$ cat config.mk
export PLATFORM = sky130hd
export DESIGN_NAME = led_ring_clock_face_core
export DESIGN_NICKNAME = d
export VERILOG_FILES = /design/src/rtl/core/lrcf_pkg.sv /design/src/rtl/core/led_ring_clock_face_core.sv
export SDC_FILE = /design/constraint.sdc
export NUM_CORES = 1
export LEC_CHECK = 0
export BUFFER_PORTS_ARGS = -buffer_cell sky130_fd_sc_hd__clkbuf_2
export CORE_MARGIN = 4
export CORE_UTILIZATION = 40
export DETAILED_ROUTE_END_ITERATION = 10
export PLACE_DENSITY = 0.58
export SLEW_MARGIN = 25
export SYNTH_ARGS = -nofsm -noshare
export SYNTH_HDL_FRONTEND = slang
export SYNTH_SLANG_ARGS = --single-unit
export TNS_END_PERCENT = 30
$ cat constraint.sdc
create_clock -name clk_i -period 16.3 [get_ports clk_i]
set_input_delay 2.445 -clock clk_i [delete_from_list [all_inputs] [get_ports clk_i]]
set_output_delay 2.445 -clock clk_i [all_outputs]
set_load 0.01 [all_outputs]
$ cat src/rtl/core/lrcf_pkg.sv
// Shared types and constants of the LED ring clock face core.
// No dependencies; imported by the core and by its port checker.
package lrcf_pkg;

  // Ring geometry.
  localparam int unsigned RING_LEDS       = 60;
  localparam int unsigned ROTATION        = 43;
  localparam int unsigned TICK_SPACING    = RING_LEDS / 12;
  localparam int unsigned QUARTER_SPACING = 3 * TICK_SPACING;
  localparam int unsigned POS_W           = 6;

  localparam logic [POS_W-1:0] LAST_POS   = POS_W'(RING_LEDS - 1);
  localparam logic [POS_W-1:0] LAST_PIXEL = POS_W'((RING_LEDS - 1 + ROTATION) % RING_LEDS);

  // Color limits.
  localparam logic [8:0] HUE_FULL = 9'd360;
  localparam logic [9:0] HUE_HALF = 10'd180;
  localparam logic [9:0] SAT_MAX  = 10'd1000;
  localparam logic [5:0] BRI_MAX  = 6'd50;
  localparam logic [7:0] BRI_TOP  = 8'd200;

  // floor(y / 5) for y below 2^16 as (y * DIV5_MUL) >> DIV5_SHIFT.
  localparam logic [15:0] DIV5_MUL   = 16'd52429;
  localparam int unsigned DIV5_SHIFT = 18;

  // Configuration register map, word index.
  typedef enum logic [1:0] {
    REG_ENABLE = 2'd0,
    REG_HUE    = 2'd1,
    REG_SAT    = 2'd2,
    REG_BRI    = 2'd3
  } reg_addr_e;

  // One rendered pixel.
  typedef struct packed {
    logic [POS_W-1:0] pixel;
    logic [8:0]       hue;
    logic [9:0]       saturation;
    logic [7:0]       brightness;
    logic             last;
  } pix_t;

  // Hour tick positions: every fifth face position.
  function automatic logic [RING_LEDS-1:0] tick_mask();
    logic [RING_LEDS-1:0] m;
    m = '0;
    for (int unsigned i = 0; i < RING_LEDS; i++) begin
      m[i] = ((i % TICK_SPACING) == 0);
    end
    return m;
  endfunction

  // Quarter hour ticks: every fifteenth face position.
  function automatic logic [RING_LEDS-1:0] quarter_mask();
    logic [RING_LEDS-1:0] m;
    m = '0;
    for (int unsigned i = 0; i < RING_LEDS; i++) begin
      m[i] = ((i % QUARTER_SPACING) == 0);
    end
    return m;
  endfunction

  localparam logic [RING_LEDS-1:0] TICK_MASK    = tick_mask();
  localparam logic [RING_LEDS-1:0] QUARTER_MASK = quarter_mask();

endpackage

$ cat src/rtl/core/led_ring_clock_face_core.sv
// LED ring clock face core: one time of day in, one 60-pixel HSV frame out.
// Depends on lrcf_pkg for constants, the register map and the pixel type.
//
// Usage:
//   The slave stream takes one time of day per transfer. Each time renders a
//   frame of 60 pixel transfers on the master stream, in face order, with
//   tlast on the sixtieth. The pixel field gives the physical LED index.
//   A position counter walks the face; each cycle that the output register can
//   take a pixel, the colour of one position is computed from the latched time
//   and the registers and loaded into the output register. The time is latched
//   first and the first pixel is then loaded into the output register; pixels
//   leave one per cycle while the receiver takes them. The next time is taken
//   in the cycle that issues a frame's last pixel; frames follow back to back.
//   When the receiver stalls, the output register holds its pixel and the
//   counter waits; a new time is not taken until the frame nears its end.
//   The APB port sets enable, base hue, saturation and brightness; write it
//   only while no frame is in flight. pready is always high.
//   Reset empties the output register, drops any frame in flight and loads
//   the register reset values (disabled, hue 120, saturation 1000,
//   brightness 0).
module led_ring_clock_face_core
  import lrcf_pkg::*;
(
  input  logic        clk_i,
  input  logic        rst_ni,
  // Time of day in.
  input  logic        s_axis_tvalid,
  output logic        s_axis_tready,
  // [4:0] hour, [10:5] minute, [16:11] second, [23:17] zero
  input  logic [23:0] s_axis_tdata,
  // Pixels out.
  output logic        m_axis_tvalid,
  input  logic        m_axis_tready,
  // [5:0] pixel, [14:6] hue, [24:15] saturation, [32:25] brightness, [39:33] zero
  output logic [39:0] m_axis_tdata,
  output logic        m_axis_tlast,
  // Configuration.
  input  logic        psel,
  input  logic        penable,
  input  logic        pwrite,
  input  logic [3:0]  paddr,
  input  logic [31:0] pwdata,
  output logic [31:0] prdata,
  output logic        pready
);

  // Configuration registers.
  logic       enable_q;
  logic [8:0] base_hue_q;
  logic [9:0] base_sat_q;
  logic [5:0] base_bri_q;

  reg_addr_e  reg_sel;
  logic       cfg_wr;

  assign pready  = 1'b1;
  assign reg_sel = reg_addr_e'(paddr[3:2]);
  assign cfg_wr  = psel && penable && pwrite && pready;

  always_ff @(posedge clk_i or negedge rst_ni) begin
    if (!rst_ni) begin
      enable_q   <= 1'b0;
      base_hue_q <= 9'd120;
      base_sat_q <= 10'd1000;
      base_bri_q <= 6'd0;
    end else if (cfg_wr) begin
      case (reg_sel)
        REG_ENABLE: enable_q   <= pwdata[0];
        REG_HUE:    base_hue_q <= pwdata[8:0];
        REG_SAT:    base_sat_q <= pwdata[9:0];
        REG_BRI:    base_bri_q <= pwdata[5:0];
        default:    enable_q   <= enable_q;
      endcase
    end
  end

  // Register readback.
  always_comb begin
    case (reg_sel)
      REG_ENABLE: prdata = {31'd0, enable_q};
      REG_HUE:    prdata = {23'd0, base_hue_q};
      REG_SAT:    prdata = {22'd0, base_sat_q};
      REG_BRI:    prdata = {26'd0, base_bri_q};
      default:    prdata = 32'd0;
    endcase
  end

  // Frame control: busy while positions of the latched time remain.
  logic             busy_q;
  logic [POS_W-1:0] pos_q;
  logic             out_valid_q;
  logic             issue;
  logic             in_xfer;

  assign issue         = busy_q && (!out_valid_q || m_axis_tready);
  assign s_axis_tready = !busy_q || (issue && (pos_q == LAST_POS));
  assign in_xfer       = s_axis_tvalid && s_axis_tready;

  // Time decoding at the input: wrap minute and second, place the hour hand.
  logic [4:0]       hr_in;
  logic [5:0]       mn_raw;
  logic [5:0]       sc_raw;
  logic [POS_W-1:0] mn_in;
  logic [POS_W-1:0] sc_in;
  logic [2:0]       mn_div12;
  logic [7:0]       hand_sum;
  logic [POS_W-1:0] hand_in;

  always_comb begin
    hr_in  = s_axis_tdata[4:0];
    mn_raw = s_axis_tdata[10:5];
    sc_raw = s_axis_tdata[16:11];
    mn_in  = (mn_raw >= POS_W'(RING_LEDS)) ? mn_raw - POS_W'(RING_LEDS) : mn_raw;
    sc_in  = (sc_raw >= POS_W'(RING_LEDS)) ? sc_raw - POS_W'(RING_LEDS) : sc_raw;
    if (mn_in >= 6'd48) begin
      mn_div12 = 3'd4;
    end else if (mn_in >= 6'd36) begin
      mn_div12 = 3'd3;
    end else if (mn_in >= 6'd24) begin
      mn_div12 = 3'd2;
    end else if (mn_in >= 6'd12) begin
      mn_div12 = 3'd1;
    end else begin
      mn_div12 = 3'd0;
    end
    // Hour times five plus minute over twelve, at most 159.
    hand_sum = ({3'd0, hr_in} << 2) + {3'd0, hr_in} + {5'd0, mn_div12};
    if (hand_sum >= 8'(2 * RING_LEDS)) begin
      hand_in = POS_W'(hand_sum - 8'(2 * RING_LEDS));
    end else if (hand_sum >= 8'(RING_LEDS)) begin
      hand_in = POS_W'(hand_sum - 8'(RING_LEDS));
    end else begin
      hand_in = POS_W'(hand_sum);
    end
  end

  // Latched time of the frame in flight.
  logic [POS_W-1:0] mn_q;
  logic [POS_W-1:0] sc_q;
  logic [POS_W-1:0] hand_q;

  always_ff @(posedge clk_i) begin
    if (in_xfer) begin
      mn_q   <= mn_in;
      sc_q   <= sc_in;
      hand_q <= hand_in;
    end
  end

  always_ff @(posedge clk_i or negedge rst_ni) begin
    if (!rst_ni) begin
      busy_q <= 1'b0;
      pos_q  <= '0;
    end else if (in_xfer) begin
      busy_q <= 1'b1;
      pos_q  <= '0;
    end else if (issue) begin
      if (pos_q == LAST_POS) begin
        busy_q <= 1'b0;
        pos_q  <= '0;
      end else begin
        pos_q <= pos_q + 1'b1;
      end
    end
  end

  // Base colour with the register values brought into range.
  logic [8:0]  h0;
  logic [9:0]  h_opp_sum;
  logic [8:0]  h_opp;
  logic [9:0]  s0;
  logic [5:0]  b0;
  logic [11:0] s_x4;
  logic [27:0] s_div_prod;
  logic [9:0]  s_tick;

  always_comb begin
    h0         = (base_hue_q >= HUE_FULL) ? base_hue_q - HUE_FULL : base_hue_q;
    h_opp_sum  = {1'b0, h0} + HUE_HALF;
    h_opp      = (h_opp_sum >= {1'b0, HUE_FULL}) ? 9'(h_opp_sum - {1'b0, HUE_FULL})
                                                 : 9'(h_opp_sum);
    s0         = (base_sat_q > SAT_MAX) ? SAT_MAX : base_sat_q;
    b0         = (base_bri_q > BRI_MAX) ? BRI_MAX : base_bri_q;
    // Four fifths of the saturation, rounded down.
    s_x4       = {s0, 2'b00};
    s_div_prod = s_x4 * DIV5_MUL;
    s_tick     = 10'(s_div_prod >> DIV5_SHIFT);
  end

  // Colour of the current face position.
  logic       on_sec;
  logic       on_min;
  logic       tick_on;
  logic [6:0] d_hour;
  logic [6:0] d_min;
  logic       near_hour;
  logic       near_min;
  logic [6:0] rot_sum;
  pix_t       pix_d;

  always_comb begin
    on_sec  = (pos_q == sc_q);
    on_min  = (pos_q == mn_q);
    tick_on = TICK_MASK[pos_q] && !on_sec && !on_min;

    // Distance from the hands, modulo the ring.
    d_hour = {1'b0, pos_q} - {1'b0, hand_q};
    if (d_hour[6]) begin
      d_hour = d_hour + 7'(RING_LEDS);
    end
    d_min = {1'b0, pos_q} - {1'b0, mn_q};
    if (d_min[6]) begin
      d_min = d_min + 7'(RING_LEDS);
    end
    near_hour = (d_hour <= 7'd2) || (d_hour >= 7'(RING_LEDS - 2));
    near_min  = (d_min <= 7'd1) || (d_min >= 7'(RING_LEDS - 1));

    rot_sum = {1'b0, pos_q} + 7'(ROTATION);
    if (rot_sum >= 7'(RING_LEDS)) begin
      rot_sum = rot_sum - 7'(RING_LEDS);
    end
    pix_d.pixel = POS_W'(rot_sum);
    pix_d.last  = (pos_q == LAST_POS);

    if (!enable_q) begin
      pix_d.hue        = 9'd0;
      pix_d.saturation = 10'd0;
      pix_d.brightness = 8'd0;
    end else if (on_sec) begin
      // Second hand: complementary hue at base saturation and brightness.
      pix_d.hue        = h_opp;
      pix_d.saturation = s0;
      pix_d.brightness = {2'b00, b0};
    end else begin
      pix_d.hue        = h0;
      pix_d.saturation = tick_on ? s_tick : s0;
      if (near_hour || near_min) begin
        pix_d.brightness = 8'd0;
      end else if (tick_on) begin
        pix_d.brightness = QUARTER_MASK[pos_q] ? {b0, 2'b00} : {1'b0, b0, 1'b0};
      end else begin
        pix_d.brightness = {2'b00, b0};
      end
    end
  end

  // Output register.
  pix_t out_q;

  always_ff @(posedge clk_i or negedge rst_ni) begin
    if (!rst_ni) begin
      out_valid_q <= 1'b0;
    end else if (issue) begin
      out_valid_q <= 1'b1;
    end else if (m_axis_tready) begin
      out_valid_q <= 1'b0;
    end
  end

  always_ff @(posedge clk_i) begin
    if (issue) begin
      out_q <= pix_d;
    end
  end

  assign m_axis_tvalid = out_valid_q;
  assign m_axis_tlast  = out_q.last;
  assign m_axis_tdata  = {7'd0, out_q.brightness, out_q.saturation, out_q.hue, out_q.pixel};

endmodule

# Word level (Yosys, flattened, before mapping)
# Memories as Yosys holds them, arrays and structs flattened.
# Index checks and enable logic that the tools add are counted.
# op_classes
addsub,16
mul,1
n_lt_le_gt_ge,18
n_eq_ne,6
muxes,31
n_bitwise,3
n_reduce_logical,27
# ops
cell,count
$pmux 32 s4,1
$mux 6,9
$sub 6x6->6 const B,5
$mux 27,1
$mul 10x16->26 const B,1
$ge 6x6->1 const B,4
$mux 8,3
$ge 7x6->1 const B,3
$mux 10,2
$mux 9,2
$sub 9x9->9 const B,2
$add 7x6->7 const B,2
$mux 7,2
$sub 6x6->7,2
$eq 6x6->1,2
$add 9x8->10 const B,1
$ge 10x9->1 const B,1
$gt 10x10->1 const B,1
$reduce_and 2->1,5
$ge 9x9->1 const B,1
$add 7x5->8,1
$add 8x3->8,1
$ge 8x6->1 const B,1
$ge 8x7->1 const B,1
other kinds (22),48
# word_totals
regBits,86
romBits,128
input_bits,67
out_inout_bits,76
elab_cells,121
mem_count,2
# mem_list
memory,words,width,rd,rd_clocked_by_memory_dff,write_ports,line,text
(name not given),64,1,1,0,0,led_ring_clock_face_core.sv:240,"pix_d.brightness = QUARTER_MASK[pos_q] ? {b0, 2'b00} : {1'b0, b0, 1'b0};"
(name not given),64,1,1,0,0,led_ring_clock_face_core.sv:204,tick_on = TICK_MASK[pos_q] && !on_sec && !on_min;

# Depth between registers and ports, before layout
# logic_depth
ltp_word,11
ltp_mapped,24
ltp_nobuf,24

# Worst setup path after synthesis
# No wires, ideal clock.
# synth_path
path_type,input-to-output
from,in paddr[3]
to,out prdata[0]
arrival_time_ps,3306
required_ps,13855
setup_slack_ps,10549
cell_stages,2
n_path_buf,1
path_cell_list,buf_1 > mux4_2
# synth_between
elab_chain_cells,2
elab_cells_between_ends,5
classes_between,3 x eq/ne; 1 x mux; 1 x reduce/logical
# synth_lines
element,line,text
"start, declared",led_ring_clock_face_core.sv:41,"input logic [3:0] paddr,"
$eq 2x2->1 (tied with other cells),led_ring_clock_face_core.sv:79,case (reg_sel)
$pmux 32 s4 *,led_ring_clock_face_core.sv:79,
"end, declared",led_ring_clock_face_core.sv:43,"output logic [31:0] prdata,"
# Every way passes the cells marked *; elsewhere a longest branch is shown, timed or not. The select of a mux whose other input is x is not followed.

# Worst setup path after layout
# layout_path
from,reg base_sat_q[0]
to,"reg out_q (netlist bit m_axis_tdata[24]), data pin"
# layout_between
elab_chain_cells,5
# layout_lines
element,line,text
"start, declared",led_ring_clock_face_core.sv:50,logic [9:0] base_sat_q;
"start signal, assigned",led_ring_clock_face_core.sv:70,REG_SAT: base_sat_q <= pwdata[9:0];
$gt 10x10->1,led_ring_clock_face_core.sv:182,s0 = (base_sat_q > SAT_MAX) ? SAT_MAX : base_sat_q;
$mux 10 *,led_ring_clock_face_core.sv:182,
$mul 10x16->26,led_ring_clock_face_core.sv:186,s_div_prod = s_x4 * DIV5_MUL;
$mux 10,led_ring_clock_face_core.sv:236,pix_d.saturation = tick_on ? s_tick : s0;
$mux 27 *,led_ring_clock_face_core.sv:229,end else if (on_sec) begin
"end signal, assigned",led_ring_clock_face_core.sv:262,out_q <= pix_d;
"end, declared",led_ring_clock_face_core.sv:248,pix_t out_q;
# Every way passes the cells marked *; elsewhere a longest branch is shown, timed or not.
# A chain may end at the register's enable or synchronous reset.

==> results.rst <==
.. list-table::
   :header-rows: 1

   * - Metric
     - Value
   * - Uppermost routed layer
     - met4
   * - Post-route clock period utilization
     - a little over 40%
   * - Clock network fraction of design power
     - 11.0%
   * - Top library cells by usage in the layout, fill and taps aside
     - ha_1, inv_1, clkbuf_2
   * - Launch point of the critical path
     - base_sat_q[0]
   * - Fraction of layout instances using a drive strength above 1
     - 17.2%
   * - Count of flip-flops with a built-in enable after synthesis
     - between 50 and 60
   * - Number of setup buffers added after CTS
     - 0
   * - GRT overflow
     - 0
   * - Avg Synthesized Cell Area
     - between 9 and 10 sq um
   * - Distinct cell type count after synthesis
     - 85
   * - Global-route wire length before repair
     - roughly 32000 microns
   * - Pre-antenna DRT Iters
     - 4
   * - Initial drt markers
     - about 300
   * - Global-route usage over all layers
     - between 15 and 20%
   * - Skew final
     - 0.00840 ns
   * - Met3 WL
     - between 700 and 800 microns
   * - Cell area after synthesis
     - around 0.0085 sq mm
   * - Worst-case hold path end point
     - m_axis_tvalid
   * - Hold-fix buffers at CTS
     - 0
   * - Sequential share of the synthesized area
     - between 20% and 30%
   * - Synth warn
     - 0
   * - Clock-pin transition on the worst setup and hold timing paths
     - 0.06 ns
   * - Count of placed standard cells in the final layout, fillers left out
     - about 1200
   * - Worst hold slack across all endpoints
     - approximately 0.52 ns
   * - Via-per-instance ratio
     - 5.10
   * - Number of maximum-capacitance constraint violations
     - 0
   * - Result of the run
     - complete, no violations
   * - Pin count of the biggest net entering global routing
     - 35
   * - Antenna violations before repair
     - 0
   * - Switching share of total power
     - 47.6%
   * - Clock sink count
     - 86
   * - Number of antenna repair diodes
     - 0
   * - Chip width
     - 154 microns
   * - Startpoint of the tightest hold check path
     - busy_q
   * - Static leakage power
     - around 4.4 nW
   * - Core box area
     - about 0.021 sq mm
   * - Clock tree from TritonCTS
     - built
   * - Number of global-route vias before repair
     - ~6300
   * - Worst hold path type
     - flop to flop
   * - Clock insertion delay at the later pin of the skew report
     - approximately 0.35 ns
   * - Placement Rows
     - 53
   * - Placer congestion estimate
     - between 0.8 and 0.9
   * - # nets final
     - 1170
   * - Count of cells along the worst register-to-register path
     - 20
   * - Total of flip-flops plus latches after synthesis
     - 86
   * - Clock Root Buffer
     - clkbuf_16
   * - Number of failing hold endpoints at the final stage
     - 0
   * - Setup TNS after final layout
     - 0 ns
   * - Post-cts resize count
     - 0
   * - Top flip-flop cell by instance count after synthesis
     - edfxtp_1
   * - RSZ-0062 raised after global routing
     - no
   * - Largest fanout of any net on the critical path
     - 10
   * - Count of pins on the block boundary
     - between 100 and 150
   * - Maximum root-to-sink buffer count
     - 2
   * - Post-DR wirelength/cell
     - around 15 microns
   * - Met1 WL
     - 9350 microns
   * - Design internal power
     - ~0.0011 W
   * - Slack of the worst reg-to-reg path
     - 9.74 ns
   * - Fmax
     - 152 MHz
   * - Net switching power
     - 0.000993 W
   * - H-tree level count
     - 3
   * - Number of remaining DRC errors
     - 0
   * - Crit path arrival time
     - 6.68 ns
   * - TritonCTS buffer count
     - 9
   * - Detail Route Antenna Nets
     - 0
   * - WL met2
     - slightly below 9000 microns
   * - Leading cell type in the layout, fill and taps excluded
     - ha_1
   * - Total via count after detailed routing
     - about 6300
   * - Number of cells produced by synthesis
     - about 890
   * - Power density relative to cell area
     - around 220 mW/mm^2
   * - Kind of capture point of the worst setup path
     - flop
   * - Required time of the worst setup path
     - between 15 and 20 ns
   * - Max rail drop VDD
     - between 0.0001 and 0.00015 V
   * - Starting density of the core
     - 40.6%
   * - Final standard cell utilization of the core
     - between 40 and 50%
   * - Worst setup path category
     - flop to flop
   * - Post-detailed-placement half-perimeter wirelength
     - roughly 15000 microns
   * - Min Clock Period, post-route
     - ~6.6 ns
   * - Slew at the pin with the worst max-slew slack
     - between 0.9 and 1 ns
   * - Vertical die dimension
     - 154 microns
   * - Critical Path Start Type
     - flop
   * - Sequential fraction of design power
     - about 18%
   * - Final std cell area, no fill
     - 0.00941 sq mm
   * - Min-Delay Path Depth
     - 1
   * - Normalized max-slew margin
     - a little under two fifths
   * - Number of cells in the design after placement
     - around 1200
   * - Die footprint
     - approximately 0.024 sq mm
   * - Pins Over Slew Limit
     - 0
   * - Number of I/O port buffers
     - 81
   * - Placed cell area
     - roughly 0.0091 sq mm
   * - Worst flop-to-flop path endpoint
     - m_axis_tdata[24]
   * - Routed wire length
     - around 19000 microns
   * - Combinational fraction of design power
     - 71.0%
   * - Final setup vio count
     - 0
   * - Proportion of register bits with asynchronous set or reset after synthesis
     - slightly below 40%
   * - Area Growth Syn to Fin
     - 10.6%
   * - Launch instance of the worst register-to-register path
     - base_sat_q[0]
[per-stage QoR]
step | setup slack (ns) | power, W
detailed placement | 9.64 | 0.00185
CTS | 9.61 | 0.00210
global placement | 9.67 | 0.00184
floorplan | 10.55 | 0.00152
global route | 9.25 | 0.00234
finish | 9.74 | 0.00209
[final cells by class]
type,count,area [sq um]
inverters,108,405
clock inverters,7,103
well taps,275,344
repair buffers,87,450
flip-flops and latches,86,2420
clock buffers,9,225
multi-input cells,668,5460
fillers,2090,11500
[worst max-delay path, stage by stage, from the launching register on]
cell and delay [ns]:
dfrtp_1 0.45, o31a_1 0.32, o21bai_1 0.55, nand2b_1 0.30, ha_1 0.44, inv_1 0.08, fa_1 0.53, inv_1 0.05
fa_1 0.48, fa_1 0.55, fa_1 0.42, ha_1 0.32, a211o_1 0.29, a21oi_1 0.12, o22ai_1 0.13, a21oi_1 0.26
o21ai_0 0.18, a31oi_1 0.22, xnor2_1 0.17, a21oi_1 0.10, a311oi_1 0.38
[cell families after synthesis]
family / Yosys count / synth area share [%]
fa+ha+maj: 144 / 24.1
buf+inv: 161 / 8.69
mux: 40 / 5.26
simple gates: 212 / 12.7
compound gates: 198 / 16.1
other cells: 2 / 0.0883
flops: 86 / 28.5
xor+xnor: 44 / 4.53
[state kept, by name, summed over array words and instances, names as in the netlist]
name	count
pos_q	6
m_axis_tvalid	1
m_axis_tlast	1
hand_q	6
mn_q	6
base_bri_q	6
busy_q	1
base_sat_q	10
base_hue_q	9
enable_q	1
m_axis_tdata	33
sc_q	6
[layer usage]
layer | up-vias | track usage (%)
met5 | - | 0
met4 | 0 | 3.53
met3 | 11 | 2.62
met2 | 122 | 26.5
met1 | 2962 | 23.2
li1 | 3234 | -
[worst max path at each step]
| stage | depth (start not counted) | to |
|---|---|---|
| floorplan | 2 | prdata[0] |
| global placement | 20 | m_axis_tdata[24] |
| detailed placement | 20 | m_axis_tdata[24] |
| CTS | 20 | m_axis_tdata[24] |
| global route | 22 | m_axis_tdata[24] |
| finish | 20 | m_axis_tdata[24] |
[synthesized netlist by cell type (4+ instances only)]
cell / instances / area, sq um
fa_1: 34 / 681
o21bai_1: 4 / 30.0
a22o_1: 8 / 70.1
nor3_1: 9 / 45.0
mux2_2: 28 / 315
o211ai_1: 5 / 37.5
nand4_1: 9 / 56.3
edfxtp_1: 52 / 1560
mux2i_1: 11 / 110
o22ai_1: 11 / 68.8
or2_2: 4 / 25.0
buf_4: 30 / 225
ha_1: 109 / 1360
buf_2: 6 / 30.0
a21o_1: 10 / 75.1
a31oi_1: 9 / 56.3
o31ai_1: 4 / 30.0
o21ai_0: 49 / 245
nand2_1: 60 / 225
and2_1: 6 / 37.5
nand2b_1: 17 / 106
xor2_1: 14 / 123
nor3b_1: 4 / 30.0
a21oi_1: 38 / 190
xnor2_1: 30 / 263
dfrtp_1: 24 / 601
dfstp_2: 10 / 263
clkbuf_1: 13 / 48.8
nand3_1: 10 / 50.1
o21a_1: 7 / 52.6
nor2_1: 55 / 206
and3_1: 4 / 25.0
nor2b_1: 9 / 56.3
a211oi_1: 7 / 52.6
or3_1: 8 / 50.1
inv_1: 105 / 394
[power groups by stage]
stage / combinational, W / clock, W / sequential [W]
finish: 0.00148 / 0.000230 / 0.000376
global route: 0.00171 / 0.000246 / 0.000385
CTS: 0.00149 / 0.000235 / 0.000376
detailed placement: 0.00147 / 0 / 0.000380
global placement: 0.00146 / 0 / 0.000380
floorplan: 0.00117 / 0 / 0.000353
(Power assumes the default switching activity.)
